## config.mk

```make
export PLATFORM = sky130hd
export DESIGN_NAME = byte_to_tone_framer_unit_flat
export DESIGN_NICKNAME = d
export VERILOG_FILES = /design/src/hw/rtl/btf_pkg.sv /design/src/hw/rtl/btf_ifs.sv /design/src/hw/rtl/byte_to_tone_framer_unit.sv /design/src/hw/rtl/btf_front.sv /design/src/hw/rtl/btf_queue.sv /design/src/hw/rtl/btf_back.sv /design/src/flat_wrapper.sv
export SDC_FILE = /design/constraint.sdc
export NUM_CORES = 1
export LEC_CHECK = 0
export BUFFER_PORTS_ARGS = -buffer_cell sky130_fd_sc_hd__buf_4
export CORE_MARGIN = 8
export CORE_UTILIZATION = 40
export DETAILED_ROUTE_END_ITERATION = 8
export HOLD_SLACK_MARGIN = 0.05
export PLACE_DENSITY = 0.62
export SETUP_SLACK_MARGIN = 0.1
export SLEW_MARGIN = 20
export SYNTH_ARGS = -nofsm -noshare
export SYNTH_HDL_FRONTEND = slang
export SYNTH_SLANG_ARGS = --single-unit
```

## constraint.sdc

```tcl
create_clock -name clock -period 14.6 [get_ports clock]
set_clock_uncertainty 0.1 [all_clocks]
set_input_delay 2.92 -clock clock [delete_from_list [all_inputs] [get_ports clock]]
set_output_delay 2.92 -clock clock [all_outputs]
set_load 0.02 [all_outputs]
```

## src/hw/rtl/btf_pkg.sv

```systemverilog
`default_nettype none
package btf_pkg;

   localparam int CHUNK_BITS = 4;
   localparam int BYTE_W     = 8;
   localparam int TONE_W     = 16;
   localparam int STEP_W     = 12;
   localparam int CSR_IDX_W  = 3;
   localparam int CSR_DATA_W = 16;

   localparam int CHUNKS     = BYTE_W / CHUNK_BITS;
   localparam int CIDX_W     = (CHUNKS > 1) ? $clog2(CHUNKS) : 1;

   // op slots of one request: header, data chunks, trailing guard
   localparam int SLOT_GUARD  = 0;
   localparam int SLOT_SECOND = 1;
   localparam int SLOT_LEN0   = 2;
   localparam int SLOT_LEN1   = 3;
   localparam int SLOT_DATA   = 4;
   localparam int SLOT_END    = SLOT_DATA + CHUNKS;
   localparam int SLOTS       = SLOT_END + 1;
   localparam int SLOT_W      = $clog2(SLOTS);

   localparam int Q_DEPTH     = 4;
   localparam int Q_PTR_W     = $clog2(Q_DEPTH);
   localparam int Q_CNT_W     = $clog2(Q_DEPTH + 1);

   localparam logic [CSR_IDX_W-1:0] REG_BASE_TONE    = 3'd0;
   localparam logic [CSR_IDX_W-1:0] REG_TONE_STEP    = 3'd1;
   localparam logic [CSR_IDX_W-1:0] REG_START_GUARD  = 3'd2;
   localparam logic [CSR_IDX_W-1:0] REG_SECOND_GUARD = 3'd3;
   localparam logic [CSR_IDX_W-1:0] REG_SEPARATOR    = 3'd4;

   localparam logic [TONE_W-1:0] RST_BASE_TONE    = 16'd1000;
   localparam logic [STEP_W-1:0] RST_TONE_STEP    = 12'd100;
   localparam logic [TONE_W-1:0] RST_START_GUARD  = 16'd500;
   localparam logic [TONE_W-1:0] RST_SECOND_GUARD = 16'd600;
   localparam logic [TONE_W-1:0] RST_SEPARATOR    = 16'd700;
   localparam logic [TONE_W-1:0] TONE_MAX         = 16'hFFFF;

   typedef struct packed {
      logic [TONE_W-1:0] base_tone;
      logic [STEP_W-1:0] tone_step;
      logic [TONE_W-1:0] start_guard_tone;
      logic [TONE_W-1:0] second_guard_tone;
      logic [TONE_W-1:0] separator_tone;
   } btf_cfg_type;

   typedef struct packed {
      logic [TONE_W-1:0] tone;
      logic              last;
      logic              fresh;   // history cleared before this tone
   } btf_entry_type;

   function automatic logic [TONE_W-1:0] chunk_tone(
      input logic [CHUNK_BITS-1:0] chunk,
      input logic [TONE_W-1:0]     base,
      input logic [STEP_W-1:0]     step
   );
      logic [TONE_W-1:0] prod;
      logic [TONE_W:0]   sum;
      prod = TONE_W'(chunk) * TONE_W'(step);
      sum  = (TONE_W + 1)'(base) + (TONE_W + 1)'(prod);
      return sum[TONE_W] ? TONE_MAX : sum[TONE_W-1:0];
   endfunction

endpackage
`default_nettype wire

```

## src/hw/rtl/btf_ifs.sv

```systemverilog
`default_nettype none
interface btf_req_if;
   import btf_pkg::*;
   logic              valid;
   logic              ready;
   logic [BYTE_W-1:0] data_byte;
   logic              has_data;
   logic              start_of_message;
   logic              end_of_message;
   logic [BYTE_W-1:0] message_length;
   modport source (output valid, data_byte, has_data, start_of_message, end_of_message,
                   message_length, input ready);
   modport sink (input valid, data_byte, has_data, start_of_message, end_of_message,
                 message_length, output ready);
endinterface

interface btf_rsp_if;
   import btf_pkg::*;
   logic              valid;
   logic              ready;
   logic [TONE_W-1:0] tone;
   logic              last_of_run;
   modport source (output valid, tone, last_of_run, input ready);
   modport sink (input valid, tone, last_of_run, output ready);
endinterface

interface btf_csr_if;
   import btf_pkg::*;
   logic                  valid;
   logic                  ready;
   logic [CSR_IDX_W-1:0]  index;
   logic [CSR_DATA_W-1:0] wdata;
   modport source (output valid, index, wdata, input ready);
   modport sink (input valid, index, wdata, output ready);
endinterface
`default_nettype wire

```

## src/hw/rtl/byte_to_tone_framer_unit.sv

```systemverilog
// Byte to tone framer.
// req_ch: one request per message item (data byte, start/end flags, length).
// rsp_ch: one tone per response; last_of_run marks the final tone of a request.
// csr_ch: register writes (index, wdata), always ready; write only while idle.
// A start request yields two guard tones and two length tones, a data byte
// yields one tone per chunk, an end request a trailing guard tone. A separator
// tone precedes any repeat of the previous tone, except a start's first guard.
// The front sequencer emits one tone per cycle into a 4-entry queue while it
// is not full; the back end adds separators and drives a registered output,
// one response per cycle while rsp_ch is ready. The first tone of a request
// passes through the front's slot registers, a queue entry and the output
// register. A data byte with 4-bit chunks yields 2 tones, plus separators.
// The next request is taken in the cycle the previous one's last tone enters
// the queue. Requests with no flags set produce nothing.
// Reset restores register defaults and clears the tone history.
// When rsp_ch stalls, the output holds, the queue fills, then req_ch.ready drops.
`default_nettype none
module byte_to_tone_framer_unit (
   input logic       clock,
   input logic       reset,
   btf_req_if.sink   req_ch,
   btf_rsp_if.source rsp_ch,
   btf_csr_if.sink   csr_ch
);
   import btf_pkg::*;

   btf_cfg_type   cfg_ff, cfg_in;
   btf_entry_type push_entry;
   btf_entry_type head;
   logic          push;
   logic          pop;
   logic          q_full;
   logic          q_empty;

   assign csr_ch.ready = 1'b1;

   always_comb begin
      cfg_in = cfg_ff;
      if (csr_ch.valid) begin
         case (csr_ch.index)
            REG_BASE_TONE:    cfg_in.base_tone         = csr_ch.wdata;
            REG_TONE_STEP:    cfg_in.tone_step         = csr_ch.wdata[STEP_W-1:0];
            REG_START_GUARD:  cfg_in.start_guard_tone  = csr_ch.wdata;
            REG_SECOND_GUARD: cfg_in.second_guard_tone = csr_ch.wdata;
            REG_SEPARATOR:    cfg_in.separator_tone    = csr_ch.wdata;
            default:          cfg_in = cfg_ff;
         endcase
      end
   end

   always_ff @(posedge clock) begin
      if (reset) begin
         cfg_ff.base_tone         <= RST_BASE_TONE;
         cfg_ff.tone_step         <= RST_TONE_STEP;
         cfg_ff.start_guard_tone  <= RST_START_GUARD;
         cfg_ff.second_guard_tone <= RST_SECOND_GUARD;
         cfg_ff.separator_tone    <= RST_SEPARATOR;
      end else begin
         cfg_ff <= cfg_in;
      end
   end

   btf_front u_front (
      .clock      (clock),
      .reset      (reset),
      .req_ch     (req_ch),
      .cfg        (cfg_ff),
      .q_full     (q_full),
      .push       (push),
      .push_entry (push_entry)
   );

   btf_queue u_queue (
      .clock      (clock),
      .reset      (reset),
      .push       (push),
      .push_entry (push_entry),
      .full       (q_full),
      .pop        (pop),
      .empty      (q_empty),
      .head       (head)
   );

   btf_back u_back (
      .clock  (clock),
      .reset  (reset),
      .cfg    (cfg_ff),
      .empty  (q_empty),
      .head   (head),
      .pop    (pop),
      .rsp_ch (rsp_ch)
   );
endmodule
`default_nettype wire

```

## src/hw/rtl/btf_front.sv

```systemverilog
`default_nettype none
module btf_front (
   input  logic                  clock,
   input  logic                  reset,
   btf_req_if.sink               req_ch,
   input  btf_pkg::btf_cfg_type  cfg,
   input  logic                  q_full,
   output logic                  push,
   output btf_pkg::btf_entry_type push_entry
);
   import btf_pkg::*;

   logic                  busy_ff, busy_in;
   logic [SLOT_W-1:0]     slot_ff, slot_in;
   logic [SLOTS-1:0]      en_ff, en_in;
   logic [BYTE_W-1:0]     data_ff, data_in;
   logic [BYTE_W-1:0]     len_ff, len_in;

   logic [SLOTS-1:0]      req_en;
   logic [SLOT_W-1:0]     first_slot;
   logic [SLOT_W-1:0]     next_slot;
   logic                  has_next;
   logic                  accept;
   logic [CHUNK_BITS-1:0] dchunk [CHUNKS];
   logic [CHUNK_BITS-1:0] sel_chunk;
   logic [CIDX_W-1:0]     didx;
   logic [TONE_W-1:0]     tone;

   always_comb begin
      req_en = '0;
      req_en[SLOT_GUARD]  = req_ch.start_of_message;
      req_en[SLOT_SECOND] = req_ch.start_of_message;
      req_en[SLOT_LEN0]   = req_ch.start_of_message;
      req_en[SLOT_LEN1]   = req_ch.start_of_message;
      for (int i = 0; i < CHUNKS; i++) begin
         req_en[SLOT_DATA + i] = req_ch.has_data;
      end
      req_en[SLOT_END] = req_ch.end_of_message;
      first_slot = '0;
      for (int i = SLOTS - 1; i >= 0; i--) begin
         if (req_en[i]) begin
            first_slot = SLOT_W'(i);
         end
      end
   end

   always_comb begin
      next_slot = slot_ff;
      has_next  = 1'b0;
      for (int i = SLOTS - 1; i >= 0; i--) begin
         if (en_ff[i] && (SLOT_W'(i) > slot_ff)) begin
            next_slot = SLOT_W'(i);
            has_next  = 1'b1;
         end
      end
   end

   always_comb begin
      for (int i = 0; i < CHUNKS; i++) begin
         dchunk[i] = data_ff[BYTE_W - CHUNK_BITS - i * CHUNK_BITS +: CHUNK_BITS];
      end
      didx = CIDX_W'(slot_ff - SLOT_W'(SLOT_DATA));
      case (slot_ff) inside
         SLOT_W'(SLOT_LEN0): sel_chunk = len_ff[BYTE_W - CHUNK_BITS +: CHUNK_BITS];
         SLOT_W'(SLOT_LEN1): sel_chunk = len_ff[BYTE_W - 2 * CHUNK_BITS +: CHUNK_BITS];
         default:            sel_chunk = dchunk[didx];
      endcase
      tone = chunk_tone(sel_chunk, cfg.base_tone, cfg.tone_step);
      case (slot_ff) inside
         SLOT_W'(SLOT_GUARD), SLOT_W'(SLOT_END): push_entry.tone = cfg.start_guard_tone;
         SLOT_W'(SLOT_SECOND):                   push_entry.tone = cfg.second_guard_tone;
         default:                                push_entry.tone = tone;
      endcase
      push_entry.last  = !has_next;
      push_entry.fresh = (slot_ff == SLOT_W'(SLOT_GUARD));
   end

   assign push         = busy_ff && !q_full;
   assign req_ch.ready = !busy_ff || (push && !has_next);
   assign accept       = req_ch.valid && req_ch.ready;

   always_comb begin
      busy_in = busy_ff;
      slot_in = slot_ff;
      en_in   = en_ff;
      data_in = data_ff;
      len_in  = len_ff;
      if (push) begin
         if (has_next) begin
            slot_in = next_slot;
         end else begin
            busy_in = 1'b0;
         end
      end
      if (accept) begin
         busy_in = |req_en;
         slot_in = first_slot;
         en_in   = req_en;
         data_in = req_ch.data_byte;
         len_in  = req_ch.message_length;
      end
   end

   always_ff @(posedge clock) begin
      if (reset) begin
         busy_ff <= 1'b0;
      end else begin
         busy_ff <= busy_in;
      end
      slot_ff <= slot_in;
      en_ff   <= en_in;
      data_ff <= data_in;
      len_ff  <= len_in;
   end
endmodule
`default_nettype wire

```

## src/hw/rtl/btf_queue.sv

```systemverilog
`default_nettype none
module btf_queue (
   input  logic                   clock,
   input  logic                   reset,
   input  logic                   push,
   input  btf_pkg::btf_entry_type push_entry,
   output logic                   full,
   input  logic                   pop,
   output logic                   empty,
   output btf_pkg::btf_entry_type head
);
   import btf_pkg::*;

   btf_entry_type        mem_ff [Q_DEPTH];
   logic [Q_PTR_W-1:0]   wptr_ff, wptr_in;
   logic [Q_PTR_W-1:0]   rptr_ff, rptr_in;
   logic [Q_CNT_W-1:0]   cnt_ff, cnt_in;

   assign full  = (cnt_ff == Q_CNT_W'(Q_DEPTH));
   assign empty = (cnt_ff == '0);
   assign head  = mem_ff[rptr_ff];

   always_comb begin
      wptr_in = push ? wptr_ff + 1'b1 : wptr_ff;
      rptr_in = pop ? rptr_ff + 1'b1 : rptr_ff;
      cnt_in  = cnt_ff;
      if (push && !pop) begin
         cnt_in = cnt_ff + 1'b1;
      end else if (pop && !push) begin
         cnt_in = cnt_ff - 1'b1;
      end
   end

   always_ff @(posedge clock) begin
      if (reset) begin
         wptr_ff <= '0;
         rptr_ff <= '0;
         cnt_ff  <= '0;
      end else begin
         wptr_ff <= wptr_in;
         rptr_ff <= rptr_in;
         cnt_ff  <= cnt_in;
      end
      if (push) begin
         mem_ff[wptr_ff] <= push_entry;
      end
   end
endmodule
`default_nettype wire

```

## src/hw/rtl/btf_back.sv

```systemverilog
`default_nettype none
module btf_back (
   input  logic                   clock,
   input  logic                   reset,
   input  btf_pkg::btf_cfg_type   cfg,
   input  logic                   empty,
   input  btf_pkg::btf_entry_type head,
   output logic                   pop,
   btf_rsp_if.source              rsp_ch
);
   import btf_pkg::*;

   logic              prev_valid_ff, prev_valid_in;
   logic [TONE_W-1:0] prev_tone_ff, prev_tone_in;
   logic              sep_done_ff, sep_done_in;
   logic              out_valid_ff, out_valid_in;
   logic [TONE_W-1:0] out_tone_ff, out_tone_in;
   logic              out_last_ff, out_last_in;
   logic              load;
   logic              dup;

   assign load = !out_valid_ff || rsp_ch.ready;
   assign dup  = prev_valid_ff && !head.fresh && (prev_tone_ff == head.tone) && !sep_done_ff;
   assign pop  = load && !empty && !dup;

   always_comb begin
      prev_valid_in = prev_valid_ff;
      prev_tone_in  = prev_tone_ff;
      sep_done_in   = sep_done_ff;
      out_valid_in  = out_valid_ff;
      out_tone_in   = out_tone_ff;
      out_last_in   = out_last_ff;
      if (load) begin
         out_valid_in = !empty;
         if (!empty) begin
            if (dup) begin
               out_tone_in = cfg.separator_tone;
               out_last_in = 1'b0;
               sep_done_in = 1'b1;
            end else begin
               out_tone_in   = head.tone;
               out_last_in   = head.last;
               sep_done_in   = 1'b0;
               prev_tone_in  = head.tone;
               prev_valid_in = 1'b1;
            end
         end
      end
   end

   always_ff @(posedge clock) begin
      if (reset) begin
         prev_valid_ff <= 1'b0;
         prev_tone_ff  <= '0;
         sep_done_ff   <= 1'b0;
         out_valid_ff  <= 1'b0;
      end else begin
         prev_valid_ff <= prev_valid_in;
         prev_tone_ff  <= prev_tone_in;
         sep_done_ff   <= sep_done_in;
         out_valid_ff  <= out_valid_in;
      end
      out_tone_ff <= out_tone_in;
      out_last_ff <= out_last_in;
   end

   assign rsp_ch.valid       = out_valid_ff;
   assign rsp_ch.tone        = out_tone_ff;
   assign rsp_ch.last_of_run = out_last_ff;
endmodule
`default_nettype wire
```

## src/flat_wrapper.sv

```systemverilog
// flat-port wrapper written by rule: the top's interface ports become plain ports
module byte_to_tone_framer_unit_flat import btf_pkg::*;
  (clock, reset, req_ch_valid, req_ch_data_byte, req_ch_has_data, req_ch_start_of_message, req_ch_end_of_message, req_ch_message_length, req_ch_ready, rsp_ch_valid, rsp_ch_tone, rsp_ch_last_of_run, rsp_ch_ready, csr_ch_valid, csr_ch_index, csr_ch_wdata, csr_ch_ready);
  btf_req_if req_ch_i ();
  btf_rsp_if rsp_ch_i ();
  btf_csr_if csr_ch_i ();
  input logic clock;
  input logic reset;
  input wire logic [$bits(req_ch_i.valid)-1:0] req_ch_valid;
  input wire logic [$bits(req_ch_i.data_byte)-1:0] req_ch_data_byte;
  input wire logic [$bits(req_ch_i.has_data)-1:0] req_ch_has_data;
  input wire logic [$bits(req_ch_i.start_of_message)-1:0] req_ch_start_of_message;
  input wire logic [$bits(req_ch_i.end_of_message)-1:0] req_ch_end_of_message;
  input wire logic [$bits(req_ch_i.message_length)-1:0] req_ch_message_length;
  output wire logic [$bits(req_ch_i.ready)-1:0] req_ch_ready;
  output wire logic [$bits(rsp_ch_i.valid)-1:0] rsp_ch_valid;
  output wire logic [$bits(rsp_ch_i.tone)-1:0] rsp_ch_tone;
  output wire logic [$bits(rsp_ch_i.last_of_run)-1:0] rsp_ch_last_of_run;
  input wire logic [$bits(rsp_ch_i.ready)-1:0] rsp_ch_ready;
  input wire logic [$bits(csr_ch_i.valid)-1:0] csr_ch_valid;
  input wire logic [$bits(csr_ch_i.index)-1:0] csr_ch_index;
  input wire logic [$bits(csr_ch_i.wdata)-1:0] csr_ch_wdata;
  output wire logic [$bits(csr_ch_i.ready)-1:0] csr_ch_ready;
  assign req_ch_i.valid = req_ch_valid;
  assign req_ch_i.data_byte = req_ch_data_byte;
  assign req_ch_i.has_data = req_ch_has_data;
  assign req_ch_i.start_of_message = req_ch_start_of_message;
  assign req_ch_i.end_of_message = req_ch_end_of_message;
  assign req_ch_i.message_length = req_ch_message_length;
  assign req_ch_ready = req_ch_i.ready;
  assign rsp_ch_valid = rsp_ch_i.valid;
  assign rsp_ch_tone = rsp_ch_i.tone;
  assign rsp_ch_last_of_run = rsp_ch_i.last_of_run;
  assign rsp_ch_i.ready = rsp_ch_ready;
  assign csr_ch_i.valid = csr_ch_valid;
  assign csr_ch_i.index = csr_ch_index;
  assign csr_ch_i.wdata = csr_ch_wdata;
  assign csr_ch_ready = csr_ch_i.ready;
  byte_to_tone_framer_unit u_core (.clock(clock), .reset(reset), .req_ch(req_ch_i), .rsp_ch(rsp_ch_i), .csr_ch(csr_ch_i));
endmodule
```

* Word-level counts from Yosys, hierarchy flattened
Memories as Yosys holds them, arrays and structs flattened. A register that Yosys moved wholly into a read port is not among the register bits. Cells that the tools add are included.
Cells by class: equal/unequal tests 11, bitwise gates (word level) 3, magnitude comparators 8, reduce and logical (&&, ||, !) cells 47, add/sub/neg operators 6, $mul 1, muxes and demuxes 39
Operators by type and width (number):
- $mux 16 | 4
- $mux 3 | 15
- $mux 4 | 5
- $add 16x16->17 | 1
- $logic_and 1x1->1 | 17
- $eq 16x16->1 | 1
- $mul 4x12->16 | 1
- $reduce_and 2->1 | 7
- $mux 1 | 13
- $eq 3x2->1 const B | 4
- $logic_not 1->1 | 10
- $eq 3x3->1 const B | 3
- $gt 3x3->1 const A | 3
- $logic_not 3->1 | 3
- $reduce_bool 8->1 | 1
- $eq 3x1->1 const B | 2
- $gt 1x3->1 const A | 2
- $gt 2x3->1 const A | 2
- $reduce_and 3->1 | 2
- $reduce_bool 2->1 | 3
- $add 2x1->2 const B | 2
- $mux 2 | 2
- $add 3x1->3 const B | 1
- $reduce_or 3->1 | 1
- other kinds (8) | 10
Word-level totals: bits in writable memories 72, word-level logic and storage cells 135, memories 1, bits of input ports 43, register bits 146, output and inout bits 20
Memory list:
- u_core.u_queue.mem_ff | depth 4, width 18, rd ports 1, clocked after memory_dff 1, write ports 1, RTL line btf_queue.sv:14 | btf_entry_type mem_ff [Q_DEPTH];

* Logic depth before layout (Yosys ltp)
depth in word-level cells 15, depth in mapped cells 19, depth with buffers taken out 17

* Hierarchy
A second synthesis with hierarchy kept.
Unflattened totals: cells, all modules 969, area, all modules 11335.9 um^2
Modules (own cells, without submodules):
- btf_front | times used 1, area each 3223.1 um^2, cells each 365, seq. area each 680.7 um^2
- btf_queue | times used 1, area each 3067.9 um^2, cells each 138, seq. area each 2342.2 um^2
- byte_to_tone_framer_unit | times used 1, area each 3031.7 um^2, cells each 282, seq. area each 1521.5 um^2
- btf_back | times used 1, area each 2013.2 um^2, cells each 184, seq. area each 890.9 um^2

* Worst setup path before layout
OpenSTA, ideal clock, no wires.
path type register -> register, start point reg u_core.u_front.slot_ff[0], end point mem u_core.u_queue.mem_ff[0][10] (netlist bit) (data pin), library setup time 0.201 ns, arrival 5.535 ns, buffers on the path 3, data required time 14.299 ns, clock period less this slack 5.836 ns, setup slack 8.764 ns, stages on the path, launching flop included 18, path through edfxtp_1 -> buf_1 -> mux4_2 -> clkbuf_1 -> and2_1 -> fa_1 -> fa_1 -> inv_1 -> fa_1 -> inv_1 -> ha_1 -> or3_1 -> o31a_1 -> a41oi_1 -> mux2i_1 -> clkbuf_1 -> o22ai_1 -> o21ai_0
RTL lines:
- start: declaration | RTL line btf_front.sv:14 | logic [SLOT_W-1:0] slot_ff, slot_in;
- start signal: assignment | RTL line btf_front.sv:110 | slot_ff <= slot_in;
- end: declaration | RTL line btf_queue.sv:14

==> flow_summary_export.csv <==
group,metric,value,unit
power_and_ir_drop,ir_drop,0.0888,mV
synthesis,yosys.area.top_type_share,0.305,
sta,hold_viol_final,0,
synthesis,syn_area,10900,sq um
detailed_routing,drt-vias-per-instance,5.12,
sta,tightest_slew,1.03,ns
cts,clk_latency,0.53,ns
synthesis,syn-num-nets,1126,
grt,antenna_found_initial,0,
synthesis,synth_most_common_cell,"nand2_1",
synthesis,synth_area_leaders,"edfxtp_1, dfxtp_1, nand2_1",
critical_path,crit_fanout,16,
cts,tritoncts,"done",
sta,report.final.slew_viol_count,0,
detailed_routing,drt-pass1-iter-count,5,
detailed_routing,vias,7313,
critical_path,r2r_start,"u_core.u_front.slot_ff[0]",
critical_path,cp_cell_sequence,"mux4_2 > and2_1 > fa_1 > fa_1 > inv_1 > fa_1 > inv_1 > ha_1 > or3_1 > o31a_1 > a41oi_1 > mux2i_1 > buf_4 > nor3_1 > o31ai_1",
critical_path,crit_path_start_kind,"flop",
synthesis,yosys-top-cells-count,"nand2_1, edfxtp_1, dfxtp_1",
grt,gr-usage-all-layers,0.146,
cts,hold_buffers,0,
placement,gp_routability_congestion,0.857,
cts,post_cts_buffers,0,
floorplan,die_height,181,um
hold_path,hp-class,"reg -> reg",
critical_path,endpoint_kind,"flop",
job,maxCapViolations,0,
floorplan,row_count,60,
cts,cts_max_level,1,
critical_path,crit_arrival,6.09,ns
grt,grt_pass1_wl,39.6,mm
finish,final_core_util,0.465,
sta,clock.fmax,169,MHz
hold_path,min_to,"u_core.u_back.sep_done_ff",
detailed_routing,first_iter_violations,440,
grt,grt_pass1_vias,7324,
critical_path,critical-path-top-delay-family,"adder cells",
critical_path,reg2reg_depth,15,
detailed_routing,ant_nets,0,
cts,cts_resized,0,
finish,multiInputGateArea,4980,sq um
grt,grt-ovfl-total,0,
finish,fin_nets,1175,
critical_path,reg2reg_slack,8.67,ns
placement,place_ws,8.71,ns
finish,register_area,5440,sq um
critical_path,crit_top_cell,"fa_1",
synthesis,synth_top_cell_by_area,"edfxtp_1",
detailed_routing,post-route-drc-count,0,
detailed_routing,routed_wl,24.0,mm
power_and_ir_drop,total_leakage_power,5.02,nW
cts,clockBufferDepth,3,
synthesis,yosys_register_bits,216,
synthesis,async_reset_ff_frac,0,
placement,dp_hpwl,17.2,mm
synthesis,synth_cells,1019,
power_and_ir_drop,total_power,2.33,mW
critical_path,crit_slowest_cell,"mux4_2",
sta,fin_ws,8.67,ns
floorplan,core_area,26900,sq um
critical_path,critPathMaxStageDelay,0.70,ns
floorplan,die_area,32900,sq um
sta,setup_viol,0,
grt,grt_max_degree,105,
sta,finalSetupTns,0,ns
critical_path,crit_type,"reg -> reg",
critical_path,worst_ep_required_time,14.76,ns
placement,io_buffers,61,
detailed_routing,wl_per_cell,16.8,um
floorplan,die_w,181,um
synthesis,synth_edf_count,111,
critical_path,cp_num_buf_inv,3,
critical_path,reg2reg_to,"u_core.u_queue.mem_ff[1][15]",
floorplan,pin_count,63,
synthesis,syn-mean-instance-area,10.7,sq um
critical_path,cp-startpoint,"u_core.u_front.slot_ff[0]",
sta,slew_headroom,0.316,
run_status,outcome,"finished clean",
hold_path,holdCritStartpoint,"u_core.u_back.sep_done_ff",
sta,holdWs,0.349,ns
sta,finalCriticalPeriod,5.93,ns
power_and_ir_drop,power_density,186,nW/um^2
cts,clock-root-buffer,"clkbuf_16",
sta,rsz0062_at_grt,"no",
synthesis,yosys_warnings,0,
synthesis,synth_ff_type,"edfxtp_1",
cts,numCtsBuffers,25,
sta,fin_crit_sh,0.406,
cts,clkSinkCount,216,
finish,drive_gt1_frac,0.142,
synthesis,yosysUniqueCellTypes,63,
floorplan,start_util,0.407,
finish,area.growth.synth_to_final,14.4,%
synthesis,seq_area_frac_synth,0.497,
cts,path_clk_slew,0.06,ns
hold_path,min_path_cells,2,
finish,nFillCells,2508,
finish,diodes,0,
logic make-up after synthesis:
group                    share of synthesized area
flip-flops                                   0.497
other                                     0.000343
buffers and inverters                       0.0479
XOR/XNOR                                    0.0208
AO/OA/AOI/OAI                               0.0906
AND/OR/NAND/NOR                              0.163
multiplexers                                0.0832
adder cells (fa/ha/maj)                     0.0966
routing by layer:
layer,wire length [um],vias up,track usage
met5,0,-,0
met4,413,0,0.0292
met3,1140,33,0.0279
li1,-,3618,-
met1,11200,3514,0.190
met2,11300,148,0.249
worst max path at each step:
| stage | cells past startpoint | endpoint | slack (ns) |
|---|---|---|---|
| 5_1_grt | 15 | u_core.u_queue.mem_ff[1][15] | 8.45 |
| 2_1_floorplan | 17 | u_core.u_queue.mem_ff[0][10] | 8.76 |
| 6_report | 15 | u_core.u_queue.mem_ff[1][15] | 8.67 |
| 4_1_cts | 15 | u_core.u_queue.mem_ff[1][15] | 8.70 |
| 3_3_place_gp | 15 | u_core.u_queue.mem_ff[0][3] | 8.86 |
| 3_5_place_dp | 15 | u_core.u_queue.mem_ff[3][15] | 8.71 |
through the flow:
| step | area (sq um) | instances |
|---|---|---|
| after floorplan | 10900 | 1019 |
| after global placement | 11600 | 1381 |
| after detailed placement | 11600 | 1381 |
| after CTS | 12500 | 1427 |
| after global routing | 12500 | 1428 |
| final | 12500 | 1428 |
layout by cell type (no fill, tap or decap), types with 4 or more instances in the layout:
| master | n |
|---|---|
| nand2_1 | 182 |
| edfxtp_1 | 111 |
| dfxtp_1 | 105 |
| inv_1 | 81 |
| a21oi_1 | 69 |
| buf_4 | 67 |
| nor2_1 | 48 |
| and2_1 | 44 |
| fa_1 | 34 |
| nand3b_1 | 30 |
| ha_1 | 30 |
| clkbuf_16 | 25 |
| o21ai_0 | 24 |
| mux2i_1 | 20 |
| o22ai_1 | 15 |
| xnor2_1 | 15 |
| mux4_2 | 14 |
| nor3_1 | 11 |
| nand2b_1 | 11 |
| xor2_1 | 11 |
| a21o_1 | 9 |
| mux2_2 | 9 |
| mux2_4 | 9 |
| clkinv_2 | 8 |
| and3_1 | 7 |
| a211o_1 | 7 |
| mux4_1 | 6 |
| o31ai_1 | 6 |
| a31oi_1 | 6 |
| a211oi_1 | 5 |
| o21a_1 | 5 |
| nand4_1 | 4 |
| nor2b_1 | 4 |
| nand3_1 | 4 |
where the power goes:
part	switching [mW]	internal, mW
clock network	0.256	0.374
registers	0.0421	0.791
logic	0.504	0.360
sequential cells by signal, summed over array words and instances (netlist names), named ones only:
signal,cells
u_core.u_back.prev_tone_ff,16
u_core.u_queue.wptr_ff,2
u_core.u_back.rsp_ch.tone,16
u_core.u_queue.rptr_ff,2
u_core.u_back.prev_valid_ff,1
u_core.u_back.rsp_ch.valid,1
u_core.u_back.sep_done_ff,1
u_core.u_queue.cnt_ff,3
u_core.u_front.len_ff,8
u_core.u_front.data_ff,8
u_core.cfg_ff,76
u_core.u_queue.mem_ff,72
u_core.u_front.en_ff,3
u_core.u_front.busy_ff,1
u_core.u_back.rsp_ch.last_of_run,1
u_core.u_front.slot_ff,3
area by class of cell:
cell class	instances	share of cell area
Clock inverter	18	0.0147
Timing Repair Buffer	68	0.0424
Inverter	81	0.0243
Sequential cell	216	0.435
Multi-Input combinational cell	676	0.398
Clock buffer	28	0.0517
Tap cell	341	0.0341
worst reg2reg max path, delay by kind of cell (launching register included):
family,cells,cell delay (ns)
AO/OA/AOI/OAI,3,1.12
flip-flops,1,0.68
multiplexers,2,0.91
adder cells (fa/ha/maj),4,1.79
AND/OR/NAND/NOR,3,0.71
buffers and inverters,3,0.33
Power figures use the tool's default switching activity.
